--- config.mk ---
export PLATFORM = sky130hd
export DESIGN_NAME = scpa_ctrl
export DESIGN_NICKNAME = d
export VERILOG_FILES = /design/src/hw/rtl/scpa_pkg.sv /design/src/hw/rtl/scpa_ctrl.sv
export SDC_FILE = /design/constraint.sdc
export NUM_CORES = 1
export LEC_CHECK = 0
export BUFFER_PORTS_ARGS = -buffer_cell sky130_fd_sc_hd__buf_2
export CORE_ASPECT_RATIO = 0.7
export CORE_MARGIN = 2
export CORE_UTILIZATION = 55
export CTS_CLUSTER_SIZE = 28
export DETAILED_ROUTE_END_ITERATION = 8
export HOLD_SLACK_MARGIN = 0.15
export PLACE_DENSITY = 0.8
export RECOVER_POWER = 100
export SYNTH_ARGS = -nofsm -noshare
export SYNTH_HDL_FRONTEND = slang
export SYNTH_SLANG_ARGS = --single-unit
--- constraint.sdc ---
create_clock -name clk -period 3.3 [get_ports clk]
set_input_delay 0.66 -clock clk [delete_from_list [all_inputs] [get_ports clk]]
set_output_delay 0.66 -clock clk [all_outputs]
set_load 0.01 [all_outputs]
--- src/hw/rtl/scpa_pkg.sv ---
`timescale 1ns / 1ps
// ----------------------------------------------------------------------------
// scpa_pkg: shared types and constants for the size-class pool allocator
// Holds the beat payload types, the action and status codes, and the
// controller-to-datapath command and status structs.
// ----------------------------------------------------------------------------
package scpa_pkg;

  localparam int HEAP_BYTES_DEF  = 65536;
  localparam int ALIGN_BYTES_DEF = 8;
  localparam int SMALL_LIMIT_DEF = 128;
  localparam int NUM_CLASSES_DEF = 16;

  localparam logic [1:0] ACT_ALLOC   = 2'd0;
  localparam logic [1:0] ACT_FREE    = 2'd1;
  localparam logic [1:0] ACT_REALLOC = 2'd2;

  localparam logic [1:0] ST_OK    = 2'd0;
  localparam logic [1:0] ST_LARGE = 2'd1;
  localparam logic [1:0] ST_OOM   = 2'd2;

  typedef struct packed {
    logic [1:0]  action;
    logic [15:0] size_bytes;
    logic [15:0] old_size_bytes;
    logic [15:0] address;
  } req_t;

  typedef struct packed {
    logic [15:0] block_address;
    logic [1:0]  status;
  } rsp_t;

  // Datapath operation codes issued by the controller.
  typedef enum logic [3:0] {
    OP_NONE,
    OP_LOAD,
    OP_FREE,
    OP_ALLOC_SETUP,
    OP_POP_RD,
    OP_POP_WB,
    OP_CARVE_EVAL,
    OP_DIV_STEP,
    OP_DIV_DONE,
    OP_TAIL_PUSH,
    OP_HEAP_GET,
    OP_SCAN_RD,
    OP_SCAN_WB,
    OP_LINK_WR,
    OP_SET_HEAD,
    OP_RESULT
  } op_t;

  typedef struct packed {
    op_t        op;
    logic [1:0] rsp_status;
  } cmd_t;

  typedef struct packed {
    logic       is_alloc;
    logic       is_free;
    logic       free_small;
    logic       alloc_small;
    logic       head_empty;
    logic       fits_total;
    logic       fits_one;
    logic       heap_ok;
    logic       tail_nonzero;
    logic       div_done;
    logic       scan_last;
    logic       scan_hit;
    logic       links_done;
    logic       single;
    logic       tries_left;
  } stat_t;

endpackage

--- src/hw/rtl/scpa_ctrl.sv ---
`timescale 1ns / 1ps
// ----------------------------------------------------------------------------
// scpa_ctrl: request sequencer
// Walks free, pop, carve, refill and result steps; owns the handshakes.
// ----------------------------------------------------------------------------
module scpa_ctrl (
  input  logic            clk,
  input  logic            rst,
  input  logic            in_valid,
  output logic            in_stall,
  output logic            out_valid,
  input  logic            out_stall,
  input  scpa_pkg::stat_t stat,
  output scpa_pkg::cmd_t  cmd
);
  import scpa_pkg::*;

  typedef enum logic [14:0] {
    S_IDLE  = 15'b000000000000001,
    S_FREE  = 15'b000000000000010,
    S_SETUP = 15'b000000000000100,
    S_POPR  = 15'b000000000001000,
    S_POPW  = 15'b000000000010000,
    S_CARVE = 15'b000000000100000,
    S_DIV   = 15'b000000001000000,
    S_DIVD  = 15'b000000010000000,
    S_HEAP  = 15'b000000100000000,
    S_SCANR = 15'b000001000000000,
    S_SCANW = 15'b000010000000000,
    S_LINK  = 15'b000100000000000,
    S_HEAD  = 15'b001000000000000,
    S_RES   = 15'b010000000000000,
    S_OUT   = 15'b100000000000000
  } state_t;

  state_t state, state_next;
  logic [1:0] status, status_next;

  assign in_stall  = (state != S_IDLE);
  assign out_valid = (state == S_OUT);

  always_comb begin
    state_next  = state;
    status_next = status;
    cmd.op         = OP_NONE;
    cmd.rsp_status = status;
    case (state)
      S_IDLE: begin
        if (in_valid) begin
          cmd.op      = OP_LOAD;
          state_next  = S_FREE;
          status_next = ST_OK;
        end
      end
      S_FREE: begin
        if (stat.is_free && stat.free_small) cmd.op = OP_FREE;
        if (stat.is_alloc) begin
          state_next = S_SETUP;
        end else begin
          if (stat.is_free && !stat.free_small) status_next = ST_LARGE;
          state_next = S_RES;
        end
      end
      S_SETUP: begin
        if (stat.alloc_small) begin
          cmd.op     = OP_ALLOC_SETUP;
          state_next = S_POPR;
        end else begin
          status_next = ST_LARGE;
          state_next  = S_RES;
        end
      end
      S_POPR: begin
        if (stat.head_empty) begin
          state_next = S_CARVE;
        end else begin
          cmd.op     = OP_POP_RD;
          state_next = S_POPW;
        end
      end
      S_POPW: begin
        cmd.op     = OP_POP_WB;
        state_next = S_RES;
      end
      S_CARVE: begin
        cmd.op = OP_CARVE_EVAL;
        if (!stat.tries_left) begin
          cmd.op      = OP_NONE;
          status_next = ST_OOM;
          state_next  = S_RES;
        end else if (stat.fits_total) begin
          state_next = stat.single ? S_RES : S_LINK;
        end else if (stat.fits_one) begin
          state_next = S_DIV;
        end else begin
          state_next = S_HEAP;
          if (stat.tail_nonzero) cmd.op = OP_TAIL_PUSH;
          else cmd.op = OP_CARVE_EVAL;
        end
      end
      S_DIV: begin
        if (stat.div_done) state_next = S_DIVD;
        else cmd.op = OP_DIV_STEP;
      end
      S_DIVD: begin
        cmd.op     = OP_DIV_DONE;
        state_next = S_HEAD;
      end
      S_HEAP: begin
        cmd.op     = OP_HEAP_GET;
        state_next = stat.heap_ok ? S_CARVE : S_SCANR;
      end
      S_SCANR: begin
        cmd.op = OP_SCAN_RD;
        if (stat.scan_hit) begin
          state_next = S_SCANW;
        end else if (stat.scan_last) begin
          status_next = ST_OOM;
          state_next  = S_RES;
        end
      end
      S_SCANW: begin
        cmd.op     = OP_SCAN_WB;
        state_next = S_CARVE;
      end
      S_LINK: begin
        if (stat.single) begin
          state_next = S_RES;
        end else if (stat.links_done) begin
          state_next = S_HEAD;
        end else begin
          cmd.op = OP_LINK_WR;
        end
      end
      S_HEAD: begin
        if (stat.single) begin
          state_next = S_RES;
        end else if (!stat.links_done) begin
          state_next = S_LINK;
        end else begin
          cmd.op     = OP_SET_HEAD;
          state_next = S_RES;
        end
      end
      S_RES: begin
        cmd.op     = OP_RESULT;
        state_next = S_OUT;
      end
      S_OUT: begin
        if (!out_stall) state_next = S_IDLE;
      end
      default: state_next = S_IDLE;
    endcase
  end

  always_ff @(posedge clk) begin
    if (rst) begin
      state  <= S_IDLE;
      status <= ST_OK;
    end else begin
      state  <= state_next;
      status <= status_next;
    end
  end

endmodule

**After elaboration in Yosys (flattened, before gate mapping)**

Cells that the tools add are included.

- Flip-flop bits (word level): 17
- Bits in latches: 0
- Memory bits (writable): 0
- ROM bits: 0
- Bits of input ports: 19
- Memories: 0

- Add/sub/neg operators: 0
- $mul: 0
- Divide/modulo/power cells: 0
- Magnitude comparators: 0
- Equality and inequality tests: 27
- Shifts and indexed selects: 0
- Mux-type cells: 40
- Bitwise gates (word level): 0
- Reductions and logical operators: 6

Operators with widths:

| operator | number |
|---|---|
| 15-bit case mux with 15 select lines | 1 |
| 15-bit two-way mux | 7 |
| 14-bit two-way mux | 7 |
| 4-bit case mux with 14 select lines | 1 |
| 4-bit two-way mux | 8 |
| 2-bit two-way mux | 9 |
| 2-bit inequality test, second input constant | 9 |
| 15-bit by 1-bit equality test with 1-bit output, second input constant | 1 |
| 15-bit by 10-bit equality test with 1-bit output, second input constant | 1 |
| 15-bit by 11-bit equality test with 1-bit output, second input constant | 1 |
| 15-bit by 12-bit equality test with 1-bit output, second input constant | 1 |
| 15-bit by 13-bit equality test with 1-bit output, second input constant | 1 |
| 15-bit by 14-bit equality test with 1-bit output, second input constant | 1 |
| 15-bit equality test, second input constant | 1 |
| 15-bit by 2-bit equality test with 1-bit output, second input constant | 1 |
| 15-bit by 3-bit equality test with 1-bit output, second input constant | 1 |
| 15-bit by 4-bit equality test with 1-bit output, second input constant | 1 |
| 15-bit by 5-bit equality test with 1-bit output, second input constant | 1 |
| 15-bit by 6-bit equality test with 1-bit output, second input constant | 1 |
| 15-bit by 7-bit equality test with 1-bit output, second input constant | 1 |
| 15-bit by 8-bit equality test with 1-bit output, second input constant | 1 |
| 15-bit by 9-bit equality test with 1-bit output, second input constant | 1 |
| 15-bit by 1-bit inequality test with 1-bit output, second input constant | 1 |
| 10-bit two-way mux | 1 |
| other kinds (11) | 14 |

**Logic depth before layout (Yosys ltp)**

- Word-level depth: 5
- Gate-level depth with buffers: 8
- Depth with buffers taken out: 6

**Worst setup path after synthesis**

No wires, ideal clock.

- Path kind: reg-to-output
- Start point: register state[1]
- End point: output cmd[2] in the netlist's numbering
- Arrival time: 1.779 ns
- Required time: 2.640 ns
- Setup slack: 0.861 ns
- Stages on the path, launching flop included: 8
- Buffers on the path: 1
- Cell sequence: dfxtp_1 clkbuf_1 nor4_2 and2_1 and4_1 a211oi_1 o21ai_1 or3_1

RTL lines:

| what | line | source |
|---|---|---|
| start, declared | scpa_ctrl.sv:36 | `state_t state, state_next;` |
| start signal, assigned | scpa_ctrl.sv:161 | `state <= state_next;` |
| end, declared | scpa_ctrl.sv:14 | `output scpa_pkg::cmd_t cmd` |

==> flow_metrics.env <==
export IMPL_final_common_cell="buf_2"
export IMPL_grt_max_degree=13
export IMPL_grtUsageTotal=0.2943
export IMPL_wl_um=4187
export IMPL_fin_crit_ns=3.110
export IMPL_setup_viol=0
export IMPL_final_area_sq_um=1513
export IMPL_finalHoldViolCount=0
export IMPL_gp_congestion=1.070
export IMPL_start_util=0.5661
export IMPL_max_freq_ghz=0.3216
export IMPL_rsz0062_at_grt="no"
export IMPL_grt_ovfl_total=0
export IMPL_hold_path_class="reg2reg"
export IMPL_synth_cell_types=51
export IMPL_fin_crit_sh=0.9424
export IMPL_cts_root_buffer="clkbuf_4"
export IMPL_ys_seq_elements=17
export IMPL_grt_pass1_vias=1300
export IMPL_vias=1567
export IMPL_clock_sinks=17
export IMPL_syn2layout_area_growth_pct=11.22
export IMPL_place_hpwl_um=3224
export IMPL_p_leak_nw=0.5803
export IMPL_final_setup_tns_ns=0
export IMPL_drv_cap=0
export IMPL_first_iter_violations=191
export IMPL_layout_drive_gt1_share=0.1912
export IMPL_antenna_found_initial=0
export IMPL_die_w_um=63.44
export IMPL_relSlewSlack=0.5114
export IMPL_crit_path_end_kind="output pin"
export IMPL_ir_drop_mv=0.2180
export IMPL_worst_path_largest_cell_delay_ns=0.42
export IMPL_htreeDepth=1
export IMPL_outcome="complete, no violations"
export IMPL_start_kind="flip-flop"
export IMPL_dp_cells=234
export IMPL_path_clk_slew_ns=0.12
export IMPL_core_area_sq_um=2402
export IMPL_layout_nets=224
export IMPL_io_buffers=26
export IMPL_crit_fanout=10
export IMPL_finalNonFillerCells=238
export IMPL_synth_edf_count=0
export IMPL_ys_warn_count=0
export IMPL_skew_ns=0.009460
export IMPL_async_flop_share=0
export IMPL_routedWlPerCell_um=17.59
export IMPL_grt_pass1_wl_um=6306
export IMPL_ys_seq_area_frac=0.2502
export IMPL_drcViolationCount=0
export IMPL_synth_nets=202
export IMPL_io_pins=27
export IMPL_synth_ff_type="dfxtp_1"
export IMPL_syn_inst=183
export IMPL_path_buf_inv=2
export IMPL_drtAntennaViolNets=0
export IMPL_die_h_um=45.61
export IMPL_arrival_ns=2.45
export IMPL_worst_slack_ns=0.1901
export IMPL_path_class="reg2out"
export IMPL_vias_per_cell=6.584
export IMPL_place_area_sq_um=1488
export IMPL_worst_path_dominant_cell_family="simple AND/OR/NAND/NOR gates"
export IMPL_crit_chain="nor4_1 > buf_4 > nand3_1 > or3_1 > o21ai_0 > or4_1 > clkbuf_1"
export IMPL_cp_slowest_cell="or3_1"
export IMPL_num_antenna_cells=0
export IMPL_clk_path_buf_depth=2
export IMPL_worst_pin_slew_ns=0.7226
export IMPL_dieArea_sq_um=2893
export IMPL_power_density_nw_per_um2=341.5
export IMPL_pre_cts_ws_ns=0.5660
export IMPL_fill_cells=237
export IMPL_required_ns=2.64
export IMPL_mostFrequentLayoutCells="buf_2 (20), nand2_1 (18), dfxtp_1 (17), nor2_1 (16), nor3_1 (12)"
export IMPL_drv_slew=0
export IMPL_fp_row_count=15
export IMPL_drt_pass1_iter_count=5
export IMPL_cts_tree="done"
export IMPL_syn_area_sq_um=1360
export IMPL_synth_area_per_cell_sq_um=7.432
export IMPL_cts_setup_buffers=0
export IMPL_worstSkewPairLatency_ns=0.31
export IMPL_numCtsBuffers=3
## area by class of cell
cell class | count | area [sq um] | area share
clock buffers | 3 | 22.52 | 0.01489
multi-input cells | 148 | 934.6 | 0.6179
well taps | 34 | 42.54 | 0.02812
clock inverters | 1 | 5.005 | 0.003309
flip-flops and latches | 17 | 340.3 | 0.2250
repair buffers | 29 | 145.1 | 0.09595
inverters | 6 | 22.52 | 0.01489
## layer usage
| layer | global-route usage | vias up | share of wire |
|---|---|---|---|
| met5 | 0 | - | 0 |
| met4 | 0.1043 | 0 | 0.022 |
| met3 | 0.07178 | 12 | 0.12 |
| met2 | 0.4674 | 111 | 0.43 |
| met1 | 0.3967 | 712 | 0.43 |
| li1 | - | 732 | - |
## synthesized netlist by cell type, types with 2 or more instances
cell type  number  share of area
nand4b_1        2          0.013
nand2b_1        2         0.0092
dfxtp_1        17           0.25
a21oi_2         3          0.019
nor3b_1         3          0.017
clkbuf_1        4          0.011
or3_1           4          0.018
nor3_1         12          0.044
mux2i_1         2          0.015
o21ai_0         4          0.015
a31oi_1         3          0.014
nor2b_1         2         0.0092
nand3_1         4          0.015
or4_1           3          0.017
o22ai_1         4          0.018
inv_1           6          0.017
nor2_1         16          0.044
nand2_1        18          0.050
buf_6           2          0.017
or4b_4          2          0.020
or2_2           2         0.0092
nand4_1         7          0.032
or3b_2          2          0.013
xnor2_1         3          0.019
and2_1          3          0.014
a21oi_1        11          0.040
nor4_1          7          0.032
buf_2           6          0.022
nor4b_1         3          0.019
nand3b_1        3          0.017
a211oi_1        3          0.017
## stage by stage
step                total power, mW  utilization  hold slack (ns)
global placement             0.3843       0.6193           0.4357
CTS                          0.5106       0.6307           0.4844
floorplan                    0.3388            -           0.4761
detailed placement           0.3884       0.6193           0.4682
finish                       0.5166       0.6297           0.4766
global route                 0.5407       0.6297           0.4980
## power by group
group	leakage (nW)	internal, mW	switching, mW	total [mW]
sequential	0.137	0.212	0.0149	0.227
clock	0.0177	0.0453	0.0778	0.123
combinational	0.425	0.0673	0.0997	0.167
## sequential cells by signal, indices dropped and copies added, names as in the netlist
name    flops
status      2
state      15
## worst min-delay path: cells and delay by family, from the launching register on
family	cells	cell delay [ns]
compound gates	1	0.05
simple gates	1	0.06
flops	1	0.33
## cell families after synthesis
group           count (synthesis)  share of synthesized area
buf+inv                        18                    0.06623
mux                             2                    0.01472
flops                          17                     0.2502
compound gates                 38                     0.1822
simple gates                  104                     0.4609
xor+xnor                        4                    0.02576
## repair_timing
item / in CTS / in global routing
gates resized for setup: 0 / 1
setup endpoints to repair: 0 / 2
hold buffers: 0 / 0
## path summary, 6_finish.rpt
path / from / to / slack (ns) / cells after the start
worst max-delay path: state[10] / cmd[4] / 0.19 / 7
worst min-delay path: status[1] / status[1] / 0.48 / 2
worst max register to register: state[4] / state[13] / 0.99 / 6
worst min register to register: status[1] / status[1] / 0.48 / 2
Note: power is estimated with default switching activity, not from simulation.
